===== config.mk =====
export PLATFORM = sky130hd
export DESIGN_NAME = trimmed_mean_steering_select
export DESIGN_NICKNAME = d
export VERILOG_FILES = /design/src/rtl/tmss_pkg.sv /design/src/rtl/trimmed_mean_steering_select.sv
export SDC_FILE = /design/constraint.sdc
export NUM_CORES = 1
export LEC_CHECK = 0
export BUFFER_PORTS_ARGS = -buffer_cell sky130_fd_sc_hd__buf_2
export CORE_ASPECT_RATIO = 0.5
export CORE_MARGIN = 3
export CORE_UTILIZATION = 50
export DETAILED_ROUTE_END_ITERATION = 10
export PLACE_DENSITY = 0.71
export SLEW_MARGIN = 20
export SYNTH_ARGS = -nofsm -noshare
export SYNTH_HDL_FRONTEND = slang
export SYNTH_SLANG_ARGS = --single-unit

===== constraint.sdc =====
create_clock -name clk -period 68.7 [get_ports clk]
set_clock_uncertainty 0.05 [all_clocks]
set_input_delay 13.74 -clock clk [delete_from_list [all_inputs] [get_ports clk]]
set_output_delay 13.74 -clock clk [all_outputs]
set_load 0.01 [all_outputs]

===== src/rtl/tmss_pkg.sv =====
// Types, constants and register map of the trimmed mean steering selector.
package tmss_pkg;

	localparam int unsigned NCH      = 4;
	localparam int unsigned SAMPLE_W = 16;
	localparam int unsigned DUTY_W   = 8;
	localparam int unsigned WINDOW   = 10;

	// Window counter and accumulator widths follow the window length
	localparam int unsigned CNT_W = $clog2(WINDOW);
	localparam int unsigned SUM_W = SAMPLE_W + $clog2(WINDOW);

	// Divide by WINDOW-2 as a multiply by a rounded-up reciprocal, exact for SUM_W-bit sums
	localparam int unsigned TRIM_DIV   = WINDOW - 2;
	localparam int unsigned TRIM_L     = $clog2(TRIM_DIV);
	localparam int unsigned RECIP_SH   = SUM_W + TRIM_L;
	localparam int unsigned RECIP_W    = SUM_W + 1;
	localparam int unsigned PROD_W     = SUM_W + RECIP_W;
	localparam logic [63:0] RECIP_FULL =
		((64'd1 << RECIP_SH) + 64'(TRIM_DIV) - 64'd1) / 64'(TRIM_DIV);
	localparam logic [RECIP_W-1:0] RECIP = RECIP_FULL[RECIP_W-1:0];

	// Configuration port
	localparam int unsigned ADDR_W = 5;
	localparam int unsigned DATA_W = 32;

	typedef enum logic [2:0] {
		REG_CH4_THR       = 3'd0,
		REG_CH3_RIGHT_THR = 3'd1,
		REG_CH3_MID_THR   = 3'd2,
		REG_CH3_HARD_THR  = 3'd3,
		REG_DUTY_MILD     = 3'd4,
		REG_DUTY_MIDDLE   = 3'd5,
		REG_DUTY_HARD     = 3'd6
	} reg_idx_t;

	localparam logic [SAMPLE_W-1:0] CH4_THR_RST       = 16'd1;
	localparam logic [SAMPLE_W-1:0] CH3_RIGHT_THR_RST = 16'd4;
	localparam logic [SAMPLE_W-1:0] CH3_MID_THR_RST   = 16'd5;
	localparam logic [SAMPLE_W-1:0] CH3_HARD_THR_RST  = 16'd1;
	localparam logic [DUTY_W-1:0]   DUTY_MILD_RST     = 8'd30;
	localparam logic [DUTY_W-1:0]   DUTY_MIDDLE_RST   = 8'd36;
	localparam logic [DUTY_W-1:0]   DUTY_HARD_RST     = 8'd42;

	typedef struct packed {
		logic [SAMPLE_W-1:0] ch4_threshold;
		logic [SAMPLE_W-1:0] ch3_right_threshold;
		logic [SAMPLE_W-1:0] ch3_mid_threshold;
		logic [SAMPLE_W-1:0] ch3_hard_threshold;
		logic [DUTY_W-1:0]   duty_mild;
		logic [DUTY_W-1:0]   duty_middle;
		logic [DUTY_W-1:0]   duty_hard;
	} cfg_t;

	typedef struct packed {
		logic [SAMPLE_W-1:0] ch1_sample;
		logic [SAMPLE_W-1:0] ch2_sample;
		logic [SAMPLE_W-1:0] ch3_sample;
		logic [SAMPLE_W-1:0] ch4_sample;
	} sample_t;

	typedef struct packed {
		logic [SAMPLE_W-1:0] ch1_mean;
		logic [SAMPLE_W-1:0] ch2_mean;
		logic [SAMPLE_W-1:0] ch3_mean;
		logic [SAMPLE_W-1:0] ch4_mean;
		logic [DUTY_W-1:0]   steer_duty;
		logic                steer_changed;
	} result_t;

endpackage


===== src/rtl/trimmed_mean_steering_select.sv =====
// Trimmed mean over a window of sample sets with threshold-based steering duty selection.
//
//   channel   handshake               payload         request
//   sample    sample_valid/ready      sample_t        one set of four samples
//   result    result_valid/ready      result_t        means and duty, one per window
//   config    psel/penable/pwrite     paddr, pwdata   register write or read
//
// One sample set is taken every cycle while sample_ready is high. Taking the last set of a window
// loads the window totals register; the result register is then loaded from it through trim,
// reciprocal divide and the rules, once the result register has room.
// Reset clears the window count, stage valids, the held duty and restores register defaults.
// While a result waits and the window totals register is full, sample_ready drops.
module trimmed_mean_steering_select (
	input  logic                               clk,
	input  logic                               arst_n,
	input  logic                               sample_valid,
	output logic                               sample_ready,
	input  tmss_pkg::sample_t                  sample_data,
	output logic                               result_valid,
	input  logic                               result_ready,
	output tmss_pkg::result_t                  result_data,
	input  logic                               psel,
	input  logic                               penable,
	input  logic                               pwrite,
	input  logic [tmss_pkg::ADDR_W-1:0]        paddr,
	input  logic [tmss_pkg::DATA_W-1:0]        pwdata,
	output logic [tmss_pkg::DATA_W-1:0]        prdata,
	output logic                               pready
);
	import tmss_pkg::*;

	cfg_t                 cfg_q;
	reg_idx_t             reg_idx;
	logic                 cfg_wr;

	logic [CNT_W-1:0]     cnt_q;
	logic [SUM_W-1:0]     sum_q [NCH];
	logic [SAMPLE_W-1:0]  min_q [NCH];
	logic [SAMPLE_W-1:0]  max_q [NCH];

	logic [SAMPLE_W-1:0]  smp [NCH];
	logic [SUM_W-1:0]     sum_nxt [NCH];
	logic [SAMPLE_W-1:0]  min_nxt [NCH];
	logic [SAMPLE_W-1:0]  max_nxt [NCH];

	logic                 v_s1;
	logic [SUM_W-1:0]     sum_s1 [NCH];
	logic [SAMPLE_W-1:0]  min_s1 [NCH];
	logic [SAMPLE_W-1:0]  max_s1 [NCH];
	logic [SUM_W-1:0]     trim [NCH];
	logic [PROD_W-1:0]    prod [NCH];
	logic [SAMPLE_W-1:0]  mean [NCH];

	logic                 accept, last_set;
	logic                 out_free, s1_free;

	logic                 result_valid_q;
	result_t              result_q;
	logic [DUTY_W-1:0]    held_duty_q;
	logic [DUTY_W-1:0]    duty_nxt;
	logic                 fired;

	// Configuration port: always ready, write on the access cycle
	assign pready  = 1'b1;
	assign reg_idx = reg_idx_t'(paddr[4:2]);
	assign cfg_wr  = psel && penable && pwrite;

	always_ff @(posedge clk or negedge arst_n) begin
		if (!arst_n) begin
			cfg_q.ch4_threshold       <= CH4_THR_RST;
			cfg_q.ch3_right_threshold <= CH3_RIGHT_THR_RST;
			cfg_q.ch3_mid_threshold   <= CH3_MID_THR_RST;
			cfg_q.ch3_hard_threshold  <= CH3_HARD_THR_RST;
			cfg_q.duty_mild           <= DUTY_MILD_RST;
			cfg_q.duty_middle         <= DUTY_MIDDLE_RST;
			cfg_q.duty_hard           <= DUTY_HARD_RST;
		end else if (cfg_wr) begin
			case (reg_idx)
				REG_CH4_THR:       cfg_q.ch4_threshold       <= pwdata[SAMPLE_W-1:0];
				REG_CH3_RIGHT_THR: cfg_q.ch3_right_threshold <= pwdata[SAMPLE_W-1:0];
				REG_CH3_MID_THR:   cfg_q.ch3_mid_threshold   <= pwdata[SAMPLE_W-1:0];
				REG_CH3_HARD_THR:  cfg_q.ch3_hard_threshold  <= pwdata[SAMPLE_W-1:0];
				REG_DUTY_MILD:     cfg_q.duty_mild           <= pwdata[DUTY_W-1:0];
				REG_DUTY_MIDDLE:   cfg_q.duty_middle         <= pwdata[DUTY_W-1:0];
				REG_DUTY_HARD:     cfg_q.duty_hard           <= pwdata[DUTY_W-1:0];
				default: ;
			endcase
		end
	end

	// Return the addressed register, zero beyond the map
	always_comb begin
		case (reg_idx)
			REG_CH4_THR:       prdata = DATA_W'(cfg_q.ch4_threshold);
			REG_CH3_RIGHT_THR: prdata = DATA_W'(cfg_q.ch3_right_threshold);
			REG_CH3_MID_THR:   prdata = DATA_W'(cfg_q.ch3_mid_threshold);
			REG_CH3_HARD_THR:  prdata = DATA_W'(cfg_q.ch3_hard_threshold);
			REG_DUTY_MILD:     prdata = DATA_W'(cfg_q.duty_mild);
			REG_DUTY_MIDDLE:   prdata = DATA_W'(cfg_q.duty_middle);
			REG_DUTY_HARD:     prdata = DATA_W'(cfg_q.duty_hard);
			default:           prdata = '0;
		endcase
	end

	// Stage flow: the totals register moves when the result register has room
	assign out_free     = !result_valid_q || result_ready;
	assign s1_free      = !v_s1 || out_free;
	assign sample_ready = s1_free;
	assign accept       = sample_valid && sample_ready;
	assign last_set     = (cnt_q == CNT_W'(WINDOW - 1));

	assign smp[0] = sample_data.ch1_sample;
	assign smp[1] = sample_data.ch2_sample;
	assign smp[2] = sample_data.ch3_sample;
	assign smp[3] = sample_data.ch4_sample;

	// Accumulate; the first set of a window restarts sum, minimum and maximum
	always_comb begin
		for (int c = 0; c < NCH; c++) begin
			if (cnt_q == '0) begin
				sum_nxt[c] = SUM_W'(smp[c]);
				min_nxt[c] = smp[c];
				max_nxt[c] = smp[c];
			end else begin
				sum_nxt[c] = sum_q[c] + SUM_W'(smp[c]);
				min_nxt[c] = (smp[c] < min_q[c]) ? smp[c] : min_q[c];
				max_nxt[c] = (smp[c] > max_q[c]) ? smp[c] : max_q[c];
			end
		end
	end

	always_ff @(posedge clk or negedge arst_n) begin
		if (!arst_n) begin
			cnt_q <= '0;
		end else if (accept) begin
			cnt_q <= last_set ? '0 : cnt_q + CNT_W'(1);
		end
	end

	always_ff @(posedge clk) begin
		if (accept) begin
			for (int c = 0; c < NCH; c++) begin
				sum_q[c] <= sum_nxt[c];
				min_q[c] <= min_nxt[c];
				max_q[c] <= max_nxt[c];
			end
		end
	end

	// Capture the window totals on its last set
	always_ff @(posedge clk or negedge arst_n) begin
		if (!arst_n) begin
			v_s1 <= 1'b0;
		end else if (s1_free) begin
			v_s1 <= accept && last_set;
		end
	end

	always_ff @(posedge clk) begin
		if (accept && last_set) begin
			for (int c = 0; c < NCH; c++) begin
				sum_s1[c] <= sum_nxt[c];
				min_s1[c] <= min_nxt[c];
				max_s1[c] <= max_nxt[c];
			end
		end
	end

	// Drop the largest and smallest sample, then divide through the reciprocal
	always_comb begin
		for (int c = 0; c < NCH; c++) begin
			trim[c] = sum_s1[c] - SUM_W'(max_s1[c]) - SUM_W'(min_s1[c]);
			prod[c] = PROD_W'(trim[c]) * PROD_W'(RECIP);
			mean[c] = prod[c][RECIP_SH +: SAMPLE_W];
		end
	end

	// Apply the rules in order; a later rule overrides an earlier one
	always_comb begin
		duty_nxt = held_duty_q;
		fired    = 1'b0;
		if (mean[3] > cfg_q.ch4_threshold && mean[2] > cfg_q.ch3_right_threshold) begin
			duty_nxt = cfg_q.duty_mild;
			fired    = 1'b1;
		end
		if (mean[3] <= cfg_q.ch4_threshold && mean[2] <= cfg_q.ch3_mid_threshold) begin
			duty_nxt = cfg_q.duty_middle;
			fired    = 1'b1;
		end
		if (mean[3] <= cfg_q.ch4_threshold && mean[2] <= cfg_q.ch3_hard_threshold) begin
			duty_nxt = cfg_q.duty_hard;
			fired    = 1'b1;
		end
	end

	// Load the result register and hold the duty for the next window
	always_ff @(posedge clk or negedge arst_n) begin
		if (!arst_n) begin
			result_valid_q <= 1'b0;
			held_duty_q    <= '0;
		end else if (out_free) begin
			result_valid_q <= v_s1;
			if (v_s1) begin
				held_duty_q <= duty_nxt;
			end
		end
	end

	always_ff @(posedge clk) begin
		if (out_free && v_s1) begin
			result_q.ch1_mean      <= mean[0];
			result_q.ch2_mean      <= mean[1];
			result_q.ch3_mean      <= mean[2];
			result_q.ch4_mean      <= mean[3];
			result_q.steer_duty    <= duty_nxt;
			result_q.steer_changed <= fired;
		end
	end

	assign result_valid = result_valid_q;
	assign result_data  = result_q;

endmodule


-- Word level (Yosys, flattened, before mapping)
Memory sizes are Yosys's and may differ from the RTL's.
Cells that the tools add are included.
W data, S select, Z words.
- bits in read-only memories: 0
- latch bits: 0
- bits in registers: 175
- memories: 6
- bits of input ports: 108
- memory bits (writable): 416
- logic and storage cells: 109
- memories (memory ; depth ; bits a word ; read ports ; clocked after Yosys merged registers in ; write ports ; line ; RTL):
    sum_q ; 4 ; 20 ; 4 ; 0 ; 4 ; trimmed_mean_steering_select.sv:37 ; logic [SUM_W-1:0] sum_q [NCH];
    sum_s1 ; 4 ; 20 ; 4 ; 0 ; 4 ; trimmed_mean_steering_select.sv:47 ; logic [SUM_W-1:0] sum_s1 [NCH];
    max_q ; 4 ; 16 ; 4 ; 0 ; 4 ; trimmed_mean_steering_select.sv:39 ; logic [SAMPLE_W-1:0] max_q [NCH];
    max_s1 ; 4 ; 16 ; 4 ; 0 ; 4 ; trimmed_mean_steering_select.sv:49 ; logic [SAMPLE_W-1:0] max_s1 [NCH];
    min_q ; 4 ; 16 ; 4 ; 0 ; 4 ; trimmed_mean_steering_select.sv:38 ; logic [SAMPLE_W-1:0] min_q [NCH];
    min_s1 ; 4 ; 16 ; 4 ; 0 ; 4 ; trimmed_mean_steering_select.sv:48 ; logic [SAMPLE_W-1:0] min_s1 [NCH];
- $lt $le $gt $ge: 13
- shift-type cells: 0
- add/subtract/negate cells: 13
- reduce and logical (&&, ||, !) cells: 23
- bitwise logic cells: 0
- multipliers: 0
- equality and inequality tests: 7
- div/mod/pow operators: 0
- mux-type cells: 30
- operators by type and width (cell ; number):
    $mux W16 ; 16
    $sub A19 B16 Y19 ; 8
    $pmux W16 S7 ; 1
    $gt A16 B16 Y1 ; 6
    $add A20 B16 Y20 ; 4
    $mux W20 ; 4
    $lt A16 B16 Y1 ; 4
    $le A16 B16 Y1 ; 3
    $mux W8 ; 3
    $reduce_and A2 Y1 ; 8
    $eq A3 B3 Y1 const B ; 3
    $logic_and A1 B1 Y1 ; 8
    $eq A3 B2 Y1 const B ; 2
    $mux W1 ; 5
    $add A4 B1 Y4 const B ; 1
    $eq A4 B4 Y1 const B ; 1
    $logic_not A4 Y1 ; 1
    $mux W4 ; 1
    $eq A3 B1 Y1 const B ; 1
    $logic_not A3 Y1 ; 1
    $logic_not A1 Y1 ; 2
    $logic_or A1 B1 Y1 ; 2
    $reduce_or A2 Y1 ; 1

-- Logic depth before layout (Yosys ltp)
Gate-level depths: netlist of the first run.
An unclocked memory read counts as a cell.
- word-level depth: 8
- gate-level depth with buffers: 23
- mapped depth without buffers: 22

-- Worst setup path after synthesis of the first run
OpenSTA, ideal clock, no wires.
- path type: input port to flip-flop
- start point: input result_ready
- end point: memory max_s1[0][0], enable pin
- path buffers: 1
- slack: 32.743 ns
- cell stages on the path: 5
- arrival time: 34.889 ns
- data required time: 67.632 ns
- path through: nand3b_1 -> and2_1 -> clkbuf_1 -> nand2_1 -> nor3_1
- RTL lines (element ; line ; RTL):
    from (decl) ; trimmed_mean_steering_select.sv:20 ; input logic result_ready,
    to (decl) ; trimmed_mean_steering_select.sv:49 ;

-- Worst setup path after layout of the first run
- start point: input paddr[2] in the netlist's numbering
- end point: output prdata[0] in the netlist's numbering
- cells in the longest elaborated chain, start to end: 2
- elaborated cells on any way between the ends: 8
- those cells by class: 6 x eq/ne; 1 x mux; 1 x reduce/logical
- ends and longest elaborated chain (element ; line ; RTL):
    from (decl) ; trimmed_mean_steering_select.sv:25 ; input logic [tmss_pkg::ADDR_W-1:0] paddr,
    $eq A3 B3 Y1, or another cell as far along ; trimmed_mean_steering_select.sv:93 ; case (reg_idx)
    $pmux W16 S7 (*) ; trimmed_mean_steering_select.sv:93 ;
    to (decl) ; trimmed_mean_steering_select.sv:27 ; output logic [tmss_pkg::DATA_W-1:0] prdata,
Every way passes the cells marked *; elsewhere a longest branch is shown, timed or not.

==> metrics.md, run 1 <==
| Metric | Value |
|---|---|
| Run status | `complete, no violations` |
| Maximum capacitance violations | `0` |
| #FFs+latches synth | `583` |
| First-pass GRT wire length | `115900 um` |
| Main synth FF type | `edfxtp_1` |
| Final Wtd Congestion | `0.8667` |
| Tcrit/Tclk final | `43.04%` |
| Hold_ws | `0.4443 ns` |
| CP Max Fanout | `31` |
| Final setup viols | `0` |
| Fin util | `56.61%` |
| Setup TNS | `0 ns` |
| Pleak | `15.79 nW` |
| Mapped cell area | `33130 um^2` |
| EDFF count, synth | `481` |
| R2R depth | `18` |
| Psw | `0.5097 mW` |
| Post-DR vias/cell | `5.503` |
| Pwr dens | `39.45 nW/um^2` |
| Final Hold Fails | `0` |
| TritonCTS Buffers | `54` |
| H-tree levels | `2` |
| Top achievable clock speed | `33.82 MHz` |
| Crit start category | `input port` |
| Synth Warn # | `0` |
| Least-Margin Pin Slew | `1.135 ns` |
| Sequential share of the synthesized area | `51.36%` |
| CP most frequent cell | `buf_2` |
| DR WL/cell | `18.83 um` |
| Final worst-path setup slack | `39.13 ns` |
| DR iter-0 viols | `1419` |
| Hold/Removal Path Class | `reg2reg` |
| Async SR Flop Fraction | `17.50%` |
| Crit-path slowest cell | `buf_2` |
| Worst path cell trace | `buf_2 -> nor2b_1 -> a21oi_1 -> o21ai_0 -> buf_2` |
| Syn Inst Count | `2721` |
| Hold Buf Count CTS | `0` |
| DIE WIDTH | `370.0 um` |
| Post-synth cell types | `80` |
| Worst Path Buf+Inv | `2` |
| Initial antenna violation count | `2` |
| Worst flop-to-flop path startpoint | `sum_s1[3][0]` |
| Max Buffers Root-to-Sink | `3` |
| Area Growth Syn to Fin | `11.47%` |
| Switching Share | `34.99%` |
| Dpl ws | `39.21 ns` |
| Pint | `0.9471 mW` |
| CTS resizes | `0` |
| Post-Route WL | `72590 um` |
| Clock-pin slew on the worst setup and hold paths | `0.07 ns` |
| R2R setup slack | `62.19 ns` |
| CP endpoint kind | `primary output` |
| Final nets | `3416` |
| Routed vias | `21214` |
| Start point of the critical path | `paddr[2]` |
| Share of power burned in registers | `38.1%` |
| IO Port Bufs | `180` |
| Total gr overflow | `0` |
| Clock power share | `21.9%` |
| Max Slew Vio Count | `0` |
| Syn Area/Cell | `12.18 um^2` |
| DRT Pass-1 Iters | `5` |
| Rows | `66` |
| GRT Resource Usage Total | `20.89%` |
| Die H | `188.0 um` |
| # fillers | `5349` |
| Clk sinks | `583` |
| CTS tree | `built` |
| Clock latency on the worst-skew pair | `0.61 ns` |
| Rel. slew slack | `24.33%` |
| Die ar. | `69570 um^2` |
| Routed Antenna Nets | `0` |
| Comb power frac | `40.0%` |
| Family with the most delay on the worst path | `buffers and inverters` |
| Vias in the first global route | `21453` |
| Critical path class | `in2out` |
| Layout cells sized above 1 | `17.42%` |
| Worst r2r dst | `held_duty_q[0]` |
| Critical Path RT | `54.91 ns` |
| DPL Wire Length | `51190 um` |
| Residual DRC | `0` |
| CP endpoint | `prdata[0]` |
| CTS root buffer | `clkbuf_16` |
| I/O Pins | `216` |
| Crit path time final | `29.57 ns` |
| Inst Count DP | `3752` |
| Crit path DAT | `15.78 ns` |
| Core area | `65240 um^2` |
| Critical Path Stages | `5` |
| Crit path largest cell delay | `0.67 ns` |
| VDD IR max | `0.01728 mV` |
| Largest net degree at the start of global routing | `74` |
| Post-CTS Setup Repair Bufs | `0` |
| Starting Density | `50.78%` |
| RSZ-0062 raised after global routing | `false` |
| Non-Filler Instances | `3855` |
==> synth_stat cells (38+ instances only) <==
cell type | instances | area share [%]
fa_1 | 64 | 3.9
clkbuf_1 | 38 | 0.43
a21o_1 | 76 | 1.7
xnor2_1 | 56 | 1.5
nor2_1 | 120 | 1.4
nand2_1 | 150 | 1.7
inv_1 | 343 | 3.9
a21oi_1 | 135 | 2.0
ha_1 | 320 | 12
xor2_1 | 48 | 1.3
dfrtp_1 | 88 | 6.6
o21ai_0 | 150 | 2.3
mux2_2 | 164 | 5.6
edfxtp_1 | 481 | 44
==> metal layers <==
metal	vias up	part of all wire (%)	GRT usage, %
li1	10211	-	-
met2	413	48	35.13
met1	10488	46	28.57
met3	102	4.5	3.112
met5	-	0	0
met4	0	2.2	5.198
==> cell families (layout without fill, tap and decap cells) <==
| logic type | count (synthesis) | count (layout) | share of synthesized area [%] |
|---|---|---|---|
| other | 2 | 20 | 0.02267 |
| multiplexers | 208 | 208 | 7.470 |
| XOR/XNOR | 104 | 104 | 2.749 |
| buffers and inverters | 411 | 643 | 4.921 |
| AND/OR/NAND/NOR | 491 | 491 | 7.164 |
| adder cells (fa/ha/maj) | 384 | 384 | 15.95 |
| AO/OA/AOI/OAI | 538 | 538 | 10.36 |
| flip-flops | 583 | 583 | 51.36 |
==> layout by cell type (no fill, tap or decap), types with 88 or more instances in the layout <==
cell type / count
edfxtp_1: 481
inv_1: 343
ha_1: 320
buf_2: 179
mux2_2: 164
o21ai_0: 150
nand2_1: 150
a21oi_1: 135
nor2_1: 117
dfrtp_1: 88
==> worst register-to-register path, delay by kind of cell, from the launching register on <==
kind,cells,cell delay [ns]
XOR/XNOR,1,0.26
AND/OR/NAND/NOR,1,0.09
adder cells (fa/ha/maj),3,1.11
AO/OA/AOI/OAI,13,4.48
flip-flops,1,0.40
==> sequential cells by signal (all words and copies together), names as in the netlist <==
name and count:
sum_q 76, cfg_q 88, sum_s1 76, held_duty_q 8, max_q 64, min_s1 64
max_s1 64, result_valid 1, v_s1 1, cnt_q 4, result_data 73, min_q 64
==> per-stage QoR <==
stage               power (mW)  area [um^2]
finish                   1.457        36930
global route             1.558        36930
CTS                      1.464        36900
detailed placement       1.137        35040
global placement         1.114        35040
floorplan               0.9863        33190
==> power groups by stage <==
stage	clock [mW]	sequential, mW	combinational, mW
after global placement	0	0.559	0.555
after CTS	0.327	0.556	0.581
after detailed placement	0	0.562	0.575
final	0.319	0.555	0.582
after floorplan	0	0.558	0.428
after global routing	0.341	0.564	0.654
==> layout make-up <==
cell class	count	area, um^2	share of cell area (%)
Sequential cell	583	17010	46.07
Multi-Input combinational cell	1742	14600	39.53
Clock buffer	65	1499	4.059
Inverter	343	1287	3.486
Tap cell	884	1106	2.995
Timing Repair Buffer	200	1054	2.853
Clock inverter	35	362.8	0.9826
Antenna cell	3	7.507	0.02033
==> how the worst min path moves through the flow <==
stage / from / end / slack (ns) / depth (start not counted)
2_1_floorplan: v_s1 / result_valid / 0.40 / 1
3_3_place_gp: v_s1 / result_valid / 0.42 / 1
3_5_place_dp: v_s1 / result_valid / 0.44 / 1
4_1_cts: v_s1 / result_valid / 0.45 / 1
5_1_grt: v_s1 / result_valid / 0.47 / 1
6_report: v_s1 / result_valid / 0.44 / 1
Note: power is estimated with default switching activity, not from simulation.
==> run 2: changes to the inputs <==
- PLACE_DENSITY: 0.71 -> 0.73
- clock period: 68.7 -> 26.5 ns (I/O delays scaled with it)
==> metrics.md, run 2 (same netlist as run 1, synthesis figures left out) <==
| Metric | Value |
|---|---|
| Routed vias | `21212` |
| Initial antenna violation count | `2` |
| Clock power share | `20.9%` |
| Post-DR vias/cell | `5.505` |
| Final Hold Fails | `0` |
| CP endpoint kind | `primary output` |
| Crit path DAT | `7.22 ns` |
| Rel. slew slack | `27.98%` |
| Max Buffers Root-to-Sink | `3` |
| CTS resizes | `0` |
| CP Max Fanout | `31` |
| Pint | `2.417 mW` |
| CP most frequent cell | `buf_2` |
| # fillers | `5327` |
| Least-Margin Pin Slew | `1.080 ns` |
| DPL Wire Length | `51340 um` |
| Crit path largest cell delay | `0.64 ns` |
| Psw | `1.309 mW` |
| Post-CTS Setup Repair Bufs | `0` |
| Commonest non-fill, non-tap cell in the layout | `edfxtp_1` |
| Residual DRC | `0` |
| Comb power frac | `40.4%` |
| Core area | `65240 um^2` |
| Clock latency on the worst-skew pair | `0.59 ns` |
| Layout cells sized above 1 | `17.39%` |
| Clk sinks | `583` |
| Switching Share | `35.13%` |
| Hold Buf Count CTS | `0` |
| First-pass GRT wire length | `116800 um` |
| Pwr dens | `101.2 nW/um^2` |
| Tcrit/Tclk final | `47.42%` |
| TritonCTS Buffers | `53` |
| Total gr overflow | `0` |
| Critical Path RT | `21.15 ns` |
| DIE WIDTH | `370.0 um` |
| Fin util | `56.42%` |
| DR iter-0 viols | `1548` |
| Routed Antenna Nets | `0` |
| H-tree levels | `2` |
| I/O Pins | `216` |
| Commonest non-fill, non-tap cells in the layout | `481 x edfxtp_1, 343 x inv_1, 320 x ha_1, 179 x buf_2, 164 x mux2_2` |
| VDD IR max | `0.05627 mV` |
| Worst path cell trace | `buf_2 -> nor2b_1 -> a21oi_1 -> o21ai_0 -> buf_2` |
| Largest register FFs | `88` |
| Family with the most delay on the worst path | `buffers and inverters` |
| Final Power | `3.726 mW` |
| Final setup viols | `0` |
| RSZ-0062 raised after global routing | `false` |
| Rows | `66` |
| Final Instance Area | `36810 um^2` |
| Setup TNS | `0 ns` |
| Starting Density | `50.78%` |
| Worst Path Buf+Inv | `2` |
| Clock-pin slew on the worst setup and hold paths | `0.06 ns` |
| Top reg by flops | `cfg_q` |
| CTS root buffer | `clkbuf_16` |
| Crit start category | `input port` |
| Pleak | `15.75 nW` |
| Final Wtd Congestion | `0.8710` |
| DR WL/cell | `18.73 um` |
| Hold/Removal Path Class | `reg2reg` |
| Die ar. | `69570 um^2` |
| Post-Route WL | `72160 um` |
| Critical path class | `in2out` |
| Top achievable clock speed | `79.59 MHz` |
| Vias in the first global route | `21803` |
| Largest net degree at the start of global routing | `80` |
| Crit path time final | `12.57 ns` |
| Final nets | `3417` |
| Share of power burned in registers | `38.7%` |
| Biggest regs | `cfg_q (88), sum_q (76), sum_s1 (76)` |
| Area Growth Syn to Fin | `11.11%` |
| GRT Resource Usage Total | `20.92%` |
| Crit-path slowest cell | `buf_2` |
| DRT Pass-1 Iters | `5` |
| Die H | `188.0 um` |
| Maximum capacitance violations | `0` |
| IO Port Bufs | `180` |
| Run status | `complete, no violations` |
| Dpl cell area | `35050 um^2` |
| CTS tree | `built` |
| Max Slew Vio Count | `0` |
-- run 2: cell types whose count changed in the layout (fill, tap and decap cells not counted), moves of 3 or more --
| cell | change |
|---|---|
| clkinv_1 | -3 |
| clkinv_2 | +5 |
| clkbuf_16 | -6 |
| clkbuf_1 | +3 |
| clkinv_4 | -3 |
-- run 2: worst reg2reg max path: stages, from the launching register on --
cell      delay (ns)
edfxtp_1        0.40
fa_1            0.49
ha_1            0.33
a211o_1         0.33
a211oi_2        0.40
o21ai_2         0.18
a221o_2         0.42
a21oi_2         0.24
o21ai_2         0.11
o31a_1          0.28
xnor2_1         0.27
ha_1            0.31
a21o_1          0.16
a21oi_1         0.21
nand2_1         0.09
o31ai_2         0.58
a311o_1         0.91
a21boi_2        0.34
o221a_2         0.33
-- run 2: per-stage QoR --
| step | hold WS [ns] | setup WS, ns | std cells |
|---|---|---|---|
| after floorplan | 0.3990 | 5.240 | 2736 |
| after global placement | 0.4332 | 13.92 | 3753 |
| after detailed placement | 0.4584 | 13.94 | 3753 |
| after CTS | 0.4705 | 13.89 | 3850 |
| after global routing | 0.4944 | 13.81 | 3853 |
| final | 0.4805 | 13.93 | 3853 |
-- run 2: path summary, 6_finish.rpt --
| kind | start | to | slack (ns) | depth (start not counted) |
|---|---|---|---|---|
| max in group asynchronous | arst_n | cfg_q[51] | 20.57 | 2 |
| min in group asynchronous | arst_n | held_duty_q[6] | 4.66 | 1 |
| setup reg to reg | sum_s1[3][0] | held_duty_q[6] | 19.98 | 18 |
| hold / removal | v_s1 | result_valid | 0.48 | 1 |
| hold reg to reg | v_s1 | result_valid | 0.48 | 1 |
| setup / recovery | paddr[2] | prdata[3] | 13.93 | 5 |
-- run 2: layer usage --
metal,GRT usage (%),part of all wire (%),vias up,wire length [um]
met3,3.365,4.6,122,3341
met1,28.29,45,10419,32110
li1,-,-,10218,-
met4,5.366,2.4,0,1742
met2,35.30,48,453,34970
met5,0,0,-,0
-- run 2: final cells by class --
cell class	count	area (um^2)	area share (%)
Tap cell	884	1106	3.005
Multi-Input combinational cell	1742	14600	39.66
Sequential cell	583	17010	46.22
Inverter	343	1287	3.498
Clock buffer	64	1388	3.770
Antenna cell	2	5.005	0.01360
Timing Repair Buffer	202	1089	2.957
Clock inverter	33	322.8	0.8770
-- run 2: power groups by stage --
stage	clock [mW]	combinational, mW	sequential (mW)
after global routing	0.834	1.70	1.46
after detailed placement	0	1.49	1.46
final	0.779	1.51	1.44
after global placement	0	1.43	1.45
after floorplan	0	1.11	1.44
after CTS	0.797	1.50	1.44
==> run 3: changes to the inputs <==
- clock period: 26.5 -> 10.3 ns (I/O delays scaled with it)
==> metrics.md, run 3 (same netlist as run 1, synthesis figures left out) <==
| Metric | Value |
|---|---|
| GR Util met2 | `34.56%` |
| Rows | `66` |
| Critical path class | `reg2reg` |
| Worst Path Buf+Inv | `0` |
| Family with the most delay on the worst path | `compound AO/OA/AOI/OAI gates` |
| Crit path time final | `6.424 ns` |
| Pwr dens | `260.4 nW/um^2` |
| Top reg by flops | `cfg_q` |
| Largest net degree at the start of global routing | `135` |
| Clk sinks | `583` |
| Die ar. | `69570 um^2` |
| DPL Wire Length | `50980 um` |
| Crit-path slowest cell | `a311o_1` |
| VDD IR max | `0.1488 mV` |
| Hold/Removal Path Class | `reg2reg` |
| Post-DR vias/cell | `5.520` |
| Crit path DAT | `6.91 ns` |
| Met3 global-route usage | `3.552%` |
| Worst flop-to-flop path startpoint | `sum_s1[2][0]` |
| TritonCTS Buffers | `54` |
| CTS resizes | `0` |
| Post-CTS Setup Repair Bufs | `0` |
| Largest register FFs | `88` |
| Commonest non-fill, non-tap cell in the layout | `edfxtp_1` |
| CP Max Fanout | `18` |
| Hold Buf Count CTS | `0` |
| CTS root buffer | `clkbuf_16` |
| Least-Margin Pin Slew | `1.080 ns` |
| RSZ-0062 raised after global routing | `false` |
| Critical Path Stages | `17` |
| Tcrit/Tclk final | `62.37%` |
| Met1 usage | `27.70%` |
| First-pass GRT wire length | `115700 um` |
| Routed Antenna Nets | `0` |
| Final setup viols | `0` |
| Critical Path RT | `10.78 ns` |
| I/O Pins | `216` |
| DIE WIDTH | `370.0 um` |
| R2R depth | `17` |
| DR iter-0 viols | `1518` |
| Setup TNS | `0 ns` |
| Final Wtd Congestion | `0.8410` |
| Vias in the first global route | `21701` |
| Routed vias | `21295` |
| Residual DRC | `0` |
| Global route hottest layer | `met2` |
| Rel. slew slack | `27.76%` |
| Crit start category | `register` |
| Pleak | `15.74 nW` |
| Initial antenna violation count | `7` |
| Crit path largest cell delay | `0.71 ns` |
| Top achievable clock speed | `155.7 MHz` |
| Die H | `188.0 um` |
| Hold Startpoint | `v_s1` |
| Maximum capacitance violations | `0` |
| Max Buffers Root-to-Sink | `3` |
| Max Slew Vio Count | `0` |
| DR WL/cell | `18.77 um` |
| Clock latency on the worst-skew pair | `0.60 ns` |
| H-tree levels | `2` |
| Final nets | `3414` |
| Commonest non-fill, non-tap cells in the layout | `481 x edfxtp_1, 343 x inv_1, 320 x ha_1, 179 x buf_2, 164 x mux2_2` |
| Fin util | `56.44%` |
| CTS tree | `built` |
| GRT Resource Usage Total | `20.81%` |
| Post-Route WL | `72410 um` |
| Area Growth Syn to Fin | `11.15%` |
| IO Port Bufs | `180` |
| CP endpoint kind | `register` |
| Worst Hold Depth | `1` |
| Final Hold Fails | `0` |
| Hold_ws | `0.4673 ns` |
| Run status | `complete, no violations` |
| DRT Pass-1 Iters | `7` |
| Total gr overflow | `0` |
| Core area | `65240 um^2` |
| Start point of the critical path | `sum_s1[2][0]` |
| Clock-pin slew on the worst setup and hold paths | `0.07 ns` |
| Starting Density | `50.78%` |
| Biggest regs | `cfg_q (88), sum_q (76), sum_s1 (76)` |
| Layout cells sized above 1 | `17.36%` |
| Worst path cell trace | `fa_1 -> ha_1 -> a21o_1 -> a21oi_1 -> o21ai_0 -> a211oi_1 -> nor2b_1 -> o21ai_1 -> a31oi_1 -> a211oi_1 -> xor2_1 -> ha_1 -> nand4_1 -> or4_1 -> a311o_1 -> a21boi_2 -> o221a_2` |
==> run 3: per-stage QoR <==
stage                     std cells  instance area (um^2)  setup WS (ns)  total power [mW]
after floorplan                2736                 33200         0.4839             6.547
after global placement         3749                 35030          3.951             7.413
after detailed placement       3749                 35030          3.903             7.571
after CTS                      3850                 36760          3.849             9.630
after global routing           3858                 36820          3.440             10.27
final                          3858                 36820          3.876             9.588
==> run 3: metal layers <==
metal  wire length (um)  share of wire (%)  vias to the layer above
li1                   -                  -                    10211
met1              31870                 44                    10407
met2              34280                 47                      526
met3               3905                5.4                      151
met4               2360                3.3                        0
met5                  0                  0                        -
==> run 3: cell type report <==
class	count	area [um^2]
fillers	5325	28420
inverters	343	1287
flip-flops and latches	583	17010
well taps	884	1106
diodes	7	17.52
repair buffers	198	1075
clock inverters	39	322.8
clock buffers	62	1403
multi-input cells	1742	14600
==> run 3: worst paths after layout <==
kind                             endpoint  slack (ns)
setup / recovery           held_duty_q[3]        3.88
hold / removal               result_valid        0.47
setup reg to reg           held_duty_q[3]        3.88
hold reg to reg              result_valid        0.47
max in group asynchronous       cfg_q[85]        7.85
min in group asynchronous       cfg_q[22]        1.27
==> run 3: worst reg2reg max path, delay by kind of cell (launching register included) <==
family | cells | cell delay [ns]
AO/OA/AOI/OAI | 10 | 3.61
XOR/XNOR | 1 | 0.39
adder cells (fa/ha/maj) | 3 | 0.96
AND/OR/NAND/NOR | 3 | 0.94
flip-flops | 1 | 0.40
==> run 3: power breakdown <==
part	total, mW	internal (mW)	switching (mW)
combinational	3.88	1.63	2.25
clock	2.00	1.10	0.897
sequential	3.71	3.47	0.238
total	9.59	6.20	3.39
